## src/rtl/rbf_pkg.sv

```systemverilog
package rbf_pkg;

  localparam int unsigned NUM_LANES = 4;
  localparam int unsigned BYTE_W    = 8;
  localparam int unsigned PIX_W     = NUM_LANES * BYTE_W;
  localparam int unsigned PROD_W    = 2 * BYTE_W;
  localparam int unsigned CFG_IDX_W = 1;
  localparam int unsigned CFG_DAT_W = 4;

  // floor(p / 255) for 16-bit p: (p * RECIP_255) >> RECIP_SHIFT
  localparam logic [PROD_W-1:0] RECIP_255   = 16'h8081;
  localparam int unsigned       RECIP_SHIFT = 23;

  localparam logic [BYTE_W-1:0] BYTE_MAX = 8'hFF;

  localparam logic [CFG_IDX_W-1:0] CFG_IDX_MODE  = 1'b0;
  localparam logic [CFG_IDX_W-1:0] CFG_IDX_ALPHA = 1'b1;

  typedef enum logic [3:0] {
    MODE_ZERO      = 4'd0,
    MODE_ONE       = 4'd1,
    MODE_DST_COLOR = 4'd2,
    MODE_SRC_COLOR = 4'd3,
    MODE_INV_DST   = 4'd4,
    MODE_INV_SRC   = 4'd5,
    MODE_SRC_ALPHA = 4'd6,
    MODE_INV_SRC_A = 4'd7,
    MODE_DST_ALPHA = 4'd8,
    MODE_INV_DST_A = 4'd9,
    MODE_SATURATE  = 4'd10
  } blend_mode_t;

  typedef struct packed {
    logic ld1;
    logic ld2;
    logic s1_full;
  } pipe_en_t;

endpackage

```

## src/rtl/rbf_ctrl.sv

```systemverilog
module rbf_ctrl
  import rbf_pkg::*;
(
  input  logic     clk,
  input  logic     rst_n,
  input  logic     in_valid,
  output logic     in_stall,
  output logic     out_valid,
  input  logic     out_stall,
  output pipe_en_t pipe_en
);

  logic v1_r, v1_nxt;
  logic v2_r, v2_nxt;
  logic ld1, ld2;

  assign ld2      = v1_r & (~v2_r | ~out_stall);
  assign in_stall = v1_r & ~ld2;
  assign ld1      = in_valid & ~in_stall;

  assign v1_nxt = ld1 | (v1_r & ~ld2);
  assign v2_nxt = ld2 | (v2_r & out_stall);

  always_ff @(posedge clk) begin
    if (!rst_n) begin
      v1_r <= 1'b0;
      v2_r <= 1'b0;
    end else begin
      v1_r <= v1_nxt;
      v2_r <= v2_nxt;
    end
  end

  assign out_valid       = v2_r;
  assign pipe_en.ld1     = ld1;
  assign pipe_en.ld2     = ld2;
  assign pipe_en.s1_full = v1_r;

endmodule

```

## src/rtl/rbf_lane.sv

```systemverilog
module rbf_lane
  import rbf_pkg::*;
(
  input  logic              clk,
  input  pipe_en_t          pipe_en,
  input  logic [3:0]        mode,
  input  logic              is_alpha,
  input  logic [BYTE_W-1:0] wt_byte,
  input  logic [BYTE_W-1:0] src_byte,
  input  logic [BYTE_W-1:0] dst_byte,
  input  logic [BYTE_W-1:0] src_alpha,
  input  logic [BYTE_W-1:0] dst_alpha,
  output logic [BYTE_W-1:0] result
);

  logic [BYTE_W-1:0]   factor;
  logic [BYTE_W-1:0]   sat_f;
  logic                force_max;
  logic [PROD_W-1:0]   prod_r;
  logic                force_r;
  logic [2*PROD_W-1:0] recip_prod;
  logic [BYTE_W-1:0]   quot;
  logic [BYTE_W-1:0]   res_r;

  assign sat_f = (src_alpha < ~dst_alpha) ? src_alpha : ~dst_alpha;

  always_comb begin
    unique case (blend_mode_t'(mode))
      MODE_ONE:       factor = BYTE_MAX;
      MODE_DST_COLOR: factor = dst_byte;
      MODE_SRC_COLOR: factor = src_byte;
      MODE_INV_DST:   factor = ~dst_byte;
      MODE_INV_SRC:   factor = ~src_byte;
      MODE_SRC_ALPHA: factor = src_alpha;
      MODE_INV_SRC_A: factor = ~src_alpha;
      MODE_DST_ALPHA: factor = dst_alpha;
      MODE_INV_DST_A: factor = ~dst_alpha;
      MODE_SATURATE:  factor = sat_f;
      default:        factor = '0;
    endcase
  end

  assign force_max = (blend_mode_t'(mode) == MODE_SATURATE) && is_alpha;

  always_ff @(posedge clk) begin
    if (pipe_en.ld1) begin
      prod_r  <= wt_byte * factor;
      force_r <= force_max;
    end
  end

  // exact divide by 255
  assign recip_prod = prod_r * RECIP_255;
  assign quot       = recip_prod[RECIP_SHIFT +: BYTE_W];

  always_ff @(posedge clk) begin
    if (pipe_en.ld2) begin
      res_r <= force_r ? BYTE_MAX : quot;
    end
  end

  assign result = res_r;

endmodule

```

## src/rtl/rgba_blend_factor_unit.sv

```systemverilog
// Channel   Ports                                        Direction
// request   in_valid/in_stall, weighted/source/dest_pixel in
// result    out_valid/out_stall, out_channel_0..3         out
// config    cfg_we, cfg_index, cfg_wdata                  in
//
// Two-stage pipeline, one request per cycle unless out_stall holds a result;
// a request is registered in stage 1, then in stage 2, where out_valid rises.
// Stage 1 selects the factor and multiplies per lane, stage 2 divides by 255
// with a reciprocal multiply and holds the result.
// Reset (synchronous, rst_n low) empties the pipeline, mode = one, RGBA.
// A stalled result holds; stage 1 takes one more request, then in_stall rises.
module rgba_blend_factor_unit
  import rbf_pkg::*;
(
  input  logic                 clk,
  input  logic                 rst_n,
  input  logic                 cfg_we,
  input  logic [CFG_IDX_W-1:0] cfg_index,
  input  logic [CFG_DAT_W-1:0] cfg_wdata,
  input  logic                 in_valid,
  output logic                 in_stall,
  input  logic [PIX_W-1:0]     in_weighted_pixel,
  input  logic [PIX_W-1:0]     in_source_pixel,
  input  logic [PIX_W-1:0]     in_dest_pixel,
  output logic                 out_valid,
  input  logic                 out_stall,
  output logic [BYTE_W-1:0]    out_channel_0,
  output logic [BYTE_W-1:0]    out_channel_1,
  output logic [BYTE_W-1:0]    out_channel_2,
  output logic [BYTE_W-1:0]    out_channel_3
);

  logic [3:0]        mode_r;
  logic              alpha_first_r;
  pipe_en_t          pipe_en;
  logic [BYTE_W-1:0] src_alpha;
  logic [BYTE_W-1:0] dst_alpha;
  logic [BYTE_W-1:0] lane_res [NUM_LANES];

  always_ff @(posedge clk) begin
    if (!rst_n) begin
      mode_r        <= MODE_ONE;
      alpha_first_r <= 1'b0;
    end else if (cfg_we) begin
      unique case (cfg_index)
        CFG_IDX_MODE:  mode_r        <= cfg_wdata;
        CFG_IDX_ALPHA: alpha_first_r <= cfg_wdata[0];
        default: ;
      endcase
    end
  end

  assign src_alpha = alpha_first_r ? in_source_pixel[BYTE_W-1:0]
                                   : in_source_pixel[PIX_W-1 -: BYTE_W];
  assign dst_alpha = alpha_first_r ? in_dest_pixel[BYTE_W-1:0]
                                   : in_dest_pixel[PIX_W-1 -: BYTE_W];

  rbf_ctrl u_ctrl (
    .clk      (clk),
    .rst_n    (rst_n),
    .in_valid (in_valid),
    .in_stall (in_stall),
    .out_valid(out_valid),
    .out_stall(out_stall),
    .pipe_en  (pipe_en)
  );

  for (genvar i = 0; i < NUM_LANES; i++) begin : g_lane
    localparam bit ALPHA_LO = (i == 0);
    localparam bit ALPHA_HI = (i == NUM_LANES - 1);

    rbf_lane u_lane (
      .clk      (clk),
      .pipe_en  (pipe_en),
      .mode     (mode_r),
      .is_alpha (alpha_first_r ? ALPHA_LO : ALPHA_HI),
      .wt_byte  (in_weighted_pixel[i*BYTE_W +: BYTE_W]),
      .src_byte (in_source_pixel[i*BYTE_W +: BYTE_W]),
      .dst_byte (in_dest_pixel[i*BYTE_W +: BYTE_W]),
      .src_alpha(src_alpha),
      .dst_alpha(dst_alpha),
      .result   (lane_res[i])
    );
  end

  assign out_channel_0 = lane_res[0];
  assign out_channel_1 = lane_res[1];
  assign out_channel_2 = lane_res[2];
  assign out_channel_3 = lane_res[3];

`ifndef SYNTHESIS
  a_reset_empty: assert property (@(posedge clk) !rst_n |=> !out_valid && !in_stall)
    else $error("pipeline not empty after reset");

  a_stall_cause: assert property (@(posedge clk) disable iff (!rst_n)
    in_stall |-> pipe_en.s1_full && out_valid && out_stall)
    else $error("request stalled without a blocked result");

  a_stage2_load: assert property (@(posedge clk) disable iff (!rst_n)
    pipe_en.ld2 |=> out_valid)
    else $error("stage 2 load lost");

  a_stage1_load: assert property (@(posedge clk) disable iff (!rst_n)
    pipe_en.ld1 |=> pipe_en.s1_full)
    else $error("stage 1 load lost");
`endif

endmodule

```

## config.mk

```make
export PLATFORM = sky130hd
export DESIGN_NAME = rgba_blend_factor_unit
export DESIGN_NICKNAME = d
export VERILOG_FILES = /design/src/rtl/rbf_pkg.sv /design/src/rtl/rbf_ctrl.sv /design/src/rtl/rbf_lane.sv /design/src/rtl/rgba_blend_factor_unit.sv
export SDC_FILE = /design/constraint.sdc
export NUM_CORES = 1
export LEC_CHECK = 0
export BUFFER_PORTS_ARGS = -buffer_cell sky130_fd_sc_hd__buf_2
export CORE_MARGIN = 3
export CORE_UTILIZATION = 57
export DETAILED_ROUTE_END_ITERATION = 6
export PLACE_DENSITY = 0.79
export SLEW_MARGIN = 15
export SYNTH_ARGS = -nofsm -noshare
export SYNTH_HDL_FRONTEND = slang
export SYNTH_SLANG_ARGS = --single-unit
export TNS_END_PERCENT = 1
```

## constraint.sdc

```tcl
create_clock -name clk -period 8.1 [get_ports clk]
set_clock_uncertainty 0.2 [all_clocks]
set_input_delay 1.62 -clock clk [delete_from_list [all_inputs] [get_ports clk]]
set_output_delay 1.62 -clock clk [all_outputs]
set_load 0.05 [all_outputs]
```

=== Word-level counts from Yosys, hierarchy flattened ===
Cells that the tools add are included.
Widths: inputs -> output; s select.

* Register bits after elaboration: 105
* Input bits: 106
* Output and inout port bits: 34
* Word-level logic and storage cells: 68

* Multipliers: 8
* $lt $le $gt $ge: 1
* Equal/unequal tests: 10
* Muxes and demuxes: 9
* Bitwise gates (word level): 22
* Reductions and logical operators: 4

{| class="wikitable"
|+ Operators by type and width
! kind !! number
|-
| $pmux 8 s10 || 4
|-
| $mul 16x16->31 const B || 4
|-
| $not 8->8 || 10
|-
| $mul 8x8->16 || 4
|-
| $mux 8 || 3
|-
| $eq 4x3->1 const B || 4
|-
| $eq 4x4->1 const B || 3
|-
| $eq 4x2->1 const B || 2
|-
| $lt 8x8->1 || 1
|-
| $not 1->1 || 5
|-
| $and 1x1->1 || 4
|-
| $eq 4x1->1 const B || 1
|-
| $reduce_and 2->1 || 2
|-
| $or 1x1->1 || 3
|-
| $logic_and 1x1->1 || 2
|-
| $mux 1 || 2
|}

=== Depth between registers and ports, before layout ===
Gate-level depths: netlist (run 1).

* Depth in word-level cells: 8
* Mapped depth: 27

=== Cells and area by module ===
From an unflattened synthesis (run 1), not the netlist that was laid out.

* Cell total of the unflattened synthesis: 2297
* Area total of the unflattened synthesis: 21369.2 µm²

{| class="wikitable"
|+ By module, submodules not included
! module !! instances !! cells each !! area each (µm²) !! seq. area each (µm²)
|-
| rbf_lane (g_lane[2].u_lane) || 1 || 593 || 5298.8 || 750.7
|-
| rbf_lane (g_lane[3].u_lane) || 1 || 554 || 5253.8 || 750.7
|-
| rbf_lane (g_lane[0].u_lane) || 1 || 552 || 5141.2 || 750.7
|-
| rbf_lane (g_lane[1].u_lane) || 1 || 544 || 5116.2 || 750.7
|-
| rgba_blend_factor_unit || 1 || 43 || 452.9 || 100.1
|-
| rbf_ctrl || 1 || 11 || 106.4 || 40.0
|}

=== Worst setup path before layout (run 1) ===
Ideal clock, no wire load.

* Kind: input-to-reg
* Start: input in_dest_pixel[5]
* End: register g_lane[3].u_lane.prod_r[15], data pin
* Setup time: 0.259 ns
* Data arrival time: 7.622 ns
* Required time: 7.641 ns
* Slack: 0.019 ns
* Cell stages on the path: 22
* Buffers on the path: 0
* Cell sequence: mux2_2 ha_1 a21o_1 a211oi_1 nand2b_1 o221ai_4 mux2_2 a211oi_1 nor2b_1 fa_1 fa_1 fa_1 inv_1 fa_1 inv_1 ha_1 or3_1 o21ai_0 a21oi_1 a211oi_1 a21oi_1 xnor2_1

* Longest elaborated chain between the ends: 6

{| class="wikitable"
|+ RTL lines
! item !! RTL line !! source
|-
| from (decl) || rgba_blend_factor_unit.sv:24 || <nowiki>input logic [PIX_W-1:0] in_dest_pixel,</nowiki>
|-
| $mux 8 * || rgba_blend_factor_unit.sv:55 || <nowiki>assign dst_alpha = alpha_first_r ? in_dest_pixel[BYTE_W-1:0]</nowiki>
|-
| $not 8->8 || rbf_lane.sv:25, rbf_lane.sv:37 ||
|-
| $lt 8x8->1 || rbf_lane.sv:25 || <nowiki>assign sat_f = (src_alpha < ~dst_alpha) ? src_alpha : ~dst_alpha;</nowiki>
|-
| $mux 8 || rbf_lane.sv:25 ||
|-
| $pmux 8 s10 * || rbf_lane.sv:28 || <nowiki>unique case (blend_mode_t'(mode))</nowiki>
|-
| $mul 8x8->16 * || rbf_lane.sv:47 || <nowiki>prod_r <= wt_byte * factor;</nowiki>
|-
| to (signal assigned) || rbf_lane.sv:47 ||
|-
| to (decl) || rbf_lane.sv:19 || <nowiki>logic [PROD_W-1:0] prod_r;</nowiki>
|}

Every way passes the cells marked *; elsewhere a longest branch is shown, timed or not.
A chain may end at the register's enable or synchronous reset.

=== Worst setup path after layout (run 1) ===
* Start: input in_dest_pixel[5]
* End: register g_lane[0].u_lane.prod_r[14], data pin

* Longest elaborated chain between the ends: 6
* Elaborated cells on any way between the ends: 7
* Those cells by class: mul: 1; order compare: 1; mux: 3; bitwise: 2

{| class="wikitable"
|+ RTL lines
! item !! RTL line
|-
| $mux 8 || rgba_blend_factor_unit.sv:55
|-
| $not 8->8 || rbf_lane.sv:25, rbf_lane.sv:37
|-
| $lt 8x8->1 || rbf_lane.sv:25
|-
| $mux 8 || rbf_lane.sv:25
|-
| $pmux 8 s10 * || rbf_lane.sv:28
|-
| $mul 8x8->16 * || rbf_lane.sv:47
|-
| to (signal assigned) || rbf_lane.sv:47
|-
| to (decl) || rbf_lane.sv:19
|}

Marks and branches as above.

==> out/summary.txt, run 1 <==
status - finished, final reports clean
commonest non-fill, non-tap cell in the layout - ha_1
CP endpoint kind - flip-flop
Worst Path Max Fanout - 8
CTS tree - built
# clock sinks - 105
mean post-synth cell area - 10.1 um^2
initial detailed-routing violation count - 742
cell area after synthesis - 0.0181 mm^2
Min Clock Period, post-route - 7.80 ns
IO Pins - 140
Synth area leader - ha_1
initial antenna violation count - 2
post-synthesis async set-or-reset flop share - 0%
Port Buf Inserts - 139
Clock Tree Buf Depth - 2
H-tree Lvls - 3
first-pass GRT wire length - 67.8 mm
register bit total from synthesis - 105
top-area cell type share of the netlist area - 28.1%
Ys Warns - 0
register clock-pin slew on the reported worst setup and hold paths - 0.08 ns
Synth Instances - 1798
final setup violation count - 0
final wirelength - 40.6 mm
max cap viols - 0
hold_buf cts - 0
vias per cell - 5.76
Remaining DRCs - 0
largest net degree at the start of global routing - 67
Placed Area - 0.0198 mm^2
gpl congestion - 0.941
row count - 64
die area - 0.0340 mm^2
setup_tns - 0 ns
vias in the first global route - 14300
worst slew pin tran - 0.902 ns
commonest cells after routing, fill and taps aside - ha_1 (407), inv_1 (214), nor2b_1 (192)
Peak Freq - 128 MHz
P&R area growth vs syn - 11.1%
Power Density - 457 mW/mm^2
syn_nets - 2455
final HPWL from detailed placement - 34.2 mm
area of the multi-input gates - 0.0142 mm^2
Max-slew headroom - 39.9%
post-route antenna net violation count - 0
post-route cell area - 0.0201 mm^2
Total GRT Usage - 24.6%
Sequential Area - 0.00308 mm^2
max-slew violation count - 0
Die Y - 184 um
Seq/Total Area, Yosys - 17.0%
Crit Path Category - input pin to flip-flop
Pwr Total - 9190 uW
total gr overflow - 0
final hold viol count - 0
router iterations before antenna repair - 5
RSZ-0062 raised after global routing - true
chip width - 184 um
TritonCTS Buffers - 9
crit path DAT - 7.73 ns
final net count - 2652
worst skew pair latency - 0.36 ns
starting density of the core - 58.5%
core area - 0.0310 mm^2
worst hold path class - flip-flop to flip-flop
CTS Root Cell - clkbuf_16
Leak - 0.0103 uW
dominant synthesized flop cell - edfxtp_1
share of layout cells above drive strength 1 - 14.8%
post-synth cell types - 64
via count - 13800
WL/cell - 16.9 um
Post-synth EDFFs - 98
top cells by area, synth - ha_1 (28%), edfxtp_1 (16%), fa_1 (16%)
CP required - 8.02 ns
fill count - 2443
Worst setup SP type - input pin
Final Cycle Share - 96.4%
Worst VDD drop - 0.277 mV
==> final cells by class <==
type | instances | area share (%)
clock buffers | 10 | 1.19
repair buffers | 216 | 6.33
inverters | 214 | 3.99
diodes | 4 | 0.0497
flip-flops and latches | 105 | 15.3
clock inverters | 6 | 0.249
multi-input cells | 1449 | 70.4
well taps | 396 | 2.46
==> layer usage <==
| layer | wire length, um | vias to the layer above | global-route usage (%) |
|---|---|---|---|
| met2 | 19300 | 394 | 41.7 |
| li1 | - | 6666 | - |
| met4 | 1050 | 0 | 7.56 |
| met5 | 0 | - | 0 |
| met3 | 1840 | 70 | 3.06 |
| met1 | 18300 | 6698 | 32.9 |
==> registers in the layout, indices dropped and copies added, names as in the netlist <==
register / cells
u_ctrl.out_valid: 1
mode_r: 4
alpha_first_r: 1
g_lane.u_lane.prod_r: 64
g_lane.u_lane.result: 32
g_lane.u_lane.force_r: 2
u_ctrl.v1_r: 1
==> Yosys cell counts (15+ instances only) <==
cell type / number
ha_1: 407
inv_1: 214
nor2b_1: 195
fa_1: 144
edfxtp_1: 98
mux2i_1: 83
nor2_1: 75
a21oi_1: 70
nand2b_1: 61
xnor2_1: 49
nand2_1: 48
o21ai_0: 38
a211oi_2: 28
a21o_1: 23
clkbuf_1: 21
mux2_2: 15
==> where the power goes <==
part / total [uW] / switching (uW) / internal [uW] / leakage, uW
Sequential: 1350 / 215 / 1130 / 0.00100
Combinational: 7400 / 3910 / 3490 / 0.00917
Clock: 440 / 219 / 221 / 0.000141
==> worst max-delay path: stages <==
cell and delay (ns):
buf_2 0.10, mux2_2 0.27, ha_1 0.32, a21o_1 0.18, a211oi_1 0.31, nand2b_1 0.14, o221ai_4 0.19, buf_4 0.20
mux2i_1 0.33, a211oi_2 0.13, buf_4 0.23, nand2b_1 0.17, fa_1 0.49, fa_1 0.55, inv_1 0.06, fa_1 0.53
inv_1 0.05, fa_1 0.53, inv_1 0.04, ha_1 0.21, o41ai_1 0.45, o21ai_0 0.24, o41ai_2 0.28, xnor2_1 0.09
==> final timing paths <==
| check | from | to | slack [ns] | cells past startpoint |
|---|---|---|---|---|
| hold reg to reg | u_ctrl.v1_r$_SDFF_PN0_ | u_ctrl.out_valid$_SDFF_PN0_ | 0.35 | 2 |
| hold / removal | u_ctrl.v1_r$_SDFF_PN0_ | u_ctrl.out_valid$_SDFF_PN0_ | 0.35 | 2 |
| setup / recovery | in_dest_pixel[5] | g_lane[0].u_lane.prod_r[14]$_DFFE_PP_ | 0.30 | 24 |
| setup reg to reg | alpha_first_r$_SDFFE_PN0P_ | g_lane[0].u_lane.prod_r[14]$_DFFE_PP_ | 0.80 | 23 |
==> stage by stage <==
| stage | worst slack [ns] | cells | hold slack, ns | util, % |
|---|---|---|---|---|
| after CTS | 0.155 | 2394 | 0.353 | 64.8 |
| final | 0.295 | 2400 | 0.347 | 65.0 |
| after global placement | -0.0426 | 2378 | 0.291 | 63.8 |
| after global routing | -0.0395 | 2398 | 0.399 | 64.9 |
| after floorplan | 0.0190 | 1798 | 0.267 | - |
| after detailed placement | -0.206 | 2378 | 0.335 | 63.8 |
==> kinds of logic after synthesis <==
family / after synthesis / share of synthesized area (%)
fa+ha+maj: 551 / 44.0
simple gates: 480 / 15.0
compound gates: 260 / 10.5
buf+inv: 244 / 5.11
flops: 105 / 17.0
mux: 98 / 5.52
xor+xnor: 60 / 2.90
==> what timing repair did <==
action | CTS | global route
buffers inserted | 0 | 2
endpoints found under the setup margin | 0 | 16
hold endpoints to repair | 0 | 0
gates resized for setup | 0 | 6
Note: power is estimated with default switching activity, not from simulation.
==> run 2, diff against run 1 <==
--- a/config.mk
+++ b/config.mk
@@ -7,9 +7,9 @@
 export LEC_CHECK = 0
 export BUFFER_PORTS_ARGS = -buffer_cell sky130_fd_sc_hd__buf_2
 export CORE_MARGIN = 3
-export CORE_UTILIZATION = 57
+export CORE_UTILIZATION = 54
 export DETAILED_ROUTE_END_ITERATION = 6
-export PLACE_DENSITY = 0.79
+export PLACE_DENSITY = 0.76
 export SLEW_MARGIN = 15
 export SYNTH_ARGS = -nofsm -noshare
 export SYNTH_HDL_FRONTEND = slang
==> out/summary.txt, run 2 (same netlist as run 1, synthesis figures left out) <==
vias in the first global route - 14100
vias per cell - 5.60
NetSw - 4350 uW
Biggest register - g_lane.u_lane.prod_r
gpl congestion - 0.889
hold_buf cts - 0
WL/cell - 16.6 um
Pwr Total - 9130 uW
max cap viols - 0
Port Buf Inserts - 139
final hold viol count - 0
Power Density - 455 mW/mm^2
first-pass GRT wire length - 66.9 mm
CTS Root Cell - clkbuf_16
Worst VDD drop - 0.310 mV
total gr overflow - 0
clock share of power - 4.6%
final wirelength - 40.3 mm
die area - 0.0358 mm^2
final worst slack - 0.264 ns
Clock Tree Buf Depth - 2
Remaining DRCs - 0
Leak - 0.0102 uW
chip width - 189 um
initial antenna violation count - 3
sequential share of power - 14.7%
most used cell, CP - fa_1
crit path DAT - 7.75 ns
met1 Usage GRT - 29.5%
P&R area growth vs syn - 10.7%
max-slew violation count - 0
Max-slew headroom - 30.8%
H-tree Lvls - 3
Worst Path Max Fanout - 6
pre-CTS WS - -0.175 ns
internal power - 4780 uW
share of layout cells above drive strength 1 - 14.1%
CP peak stage delay - 0.54 ns
met3 GRT Util - 3.11%
combinational power share - 80.7%
CTS tree - built
RSZ-0062 raised after global routing - true
Crit Path Category - input pin to flip-flop
largest net degree at the start of global routing - 67
worst slew pin tran - 1.04 ns
Post-Layout Cell Count - 2431
fill count - 2755
Die Y - 189 um
Sw Ratio - 47.6%
Largest register FFs - 64
Global Route met2 Usage - 39.4%
most crowded layer after global routing - met2
slowest cell on the critical path - fa_1
worst skew pair latency - 0.36 ns
Worst setup SP type - input pin
WHS Path Cells - 2
commonest cells after routing, fill and taps aside - ha_1 (407), inv_1 (214), nor2b_1 (192)
starting density of the core - 55.3%
final setup violation count - 0
commonest non-fill, non-tap cell in the layout - ha_1
initial detailed-routing violation count - 710
TritonCTS Buffers - 9
router iterations before antenna repair - 5
Peak Freq - 128 MHz
# clock sinks - 105
row count - 66
worst hold path class - flip-flop to flip-flop
final net count - 2638
CP required - 8.01 ns
status - finished, final reports clean
CP endpoint kind - flip-flop
R2R depth - 21
Min Clock Period, post-route - 7.84 ns
IO Pins - 140
Critical Path, Cell by Cell - buf_2 -> mux2_2 -> ha_1 -> a21o_1 -> a211oi_1 -> nand2b_1 -> o221ai_4 -> mux2i_1 -> a211oi_2 -> nand2b_1 -> fa_1 -> fa_1 -> inv_1 -> fa_1 -> inv_1 -> fa_1 -> inv_1 -> ha_1 -> o41ai_1 -> o21ai_0 -> o41ai_1 -> xnor2_1
Cells after DPL - 2412
via count - 13600
register clock-pin slew on the reported worst setup and hold paths - 0.07 ns
Final Cycle Share - 96.7%
final HPWL from detailed placement - 34.1 mm
core area - 0.0328 mm^2
post-route antenna net violation count - 0
Total GRT Usage - 22.7%
run 2: routing by layer:
| metal | up-vias | wire length [um] |
|---|---|---|
| li1 | 6649 | - |
| met1 | 6576 | 18100 |
| met2 | 327 | 19400 |
| met3 | 55 | 1680 |
| met4 | 0 | 1090 |
| met5 | - | 0 |
run 2: power groups by stage:
stage / Sequential [uW] / Combinational [uW] / Clock (uW)
finish: 1340 / 7370 / 422
global route: 1360 / 8500 / 454
CTS: 1340 / 7400 / 435
detailed placement: 1350 / 7300 / 0
global placement: 1340 / 6940 / 0
floorplan: 1400 / 5390 / 0
run 2: layout make-up:
cell class | instances | area, um^2 | share of cell area (%)
clock buffer | 12 | 246 | 1.23
multi-input combinational | 1449 | 14200 | 70.6
sequential | 105 | 3080 | 15.4
timing repair buffer | 202 | 1170 | 5.82
clock inverter | 4 | 30.0 | 0.150
inverter | 214 | 803 | 4.00
antenna | 3 | 7.51 | 0.0374
tap | 442 | 553 | 2.76
run 2: worst max-delay path: cells and delay by family:
kind | cells | cell delay, ns
AOI/OAI and AO/OA | 7 | 1.94
xor gates and xnor gates | 1 | 0.11
adders and majority gates | 6 | 2.62
buffers and inverters | 4 | 0.25
muxes | 2 | 0.81
and+or+nand+nor | 2 | 0.39
run 2: final timing paths:
check / end / start / slack, ns
min: u_ctrl.out_valid$_SDFF_PN0_ / u_ctrl.v1_r$_SDFF_PN0_ / 0.33
max reg2reg: g_lane[0].u_lane.prod_r[14]$_DFFE_PP_ / alpha_first_r$_SDFFE_PN0P_ / 0.75
max: g_lane[0].u_lane.prod_r[14]$_DFFE_PP_ / in_dest_pixel[5] / 0.26
min reg2reg: u_ctrl.out_valid$_SDFF_PN0_ / u_ctrl.v1_r$_SDFF_PN0_ / 0.33
run 2: metrics by stage:
step	hold slack, ns	cell area [um^2]	setup TNS, ns	util, %
final	0.329	20100	0	61.2
after global routing	0.393	20100	-0.0697	61.2
after CTS	0.330	20000	0	61.1
after detailed placement	0.320	19700	-1.11	60.2
after global placement	0.290	19700	-0.130	60.2
after floorplan	0.267	18100	0	-
run 2: what timing repair did:
action                                 CTS  global route
buffers inserted                         0             0
endpoints found under the hold margin    0             0
gates resized for setup                  0             7
setup endpoints to repair                0            12
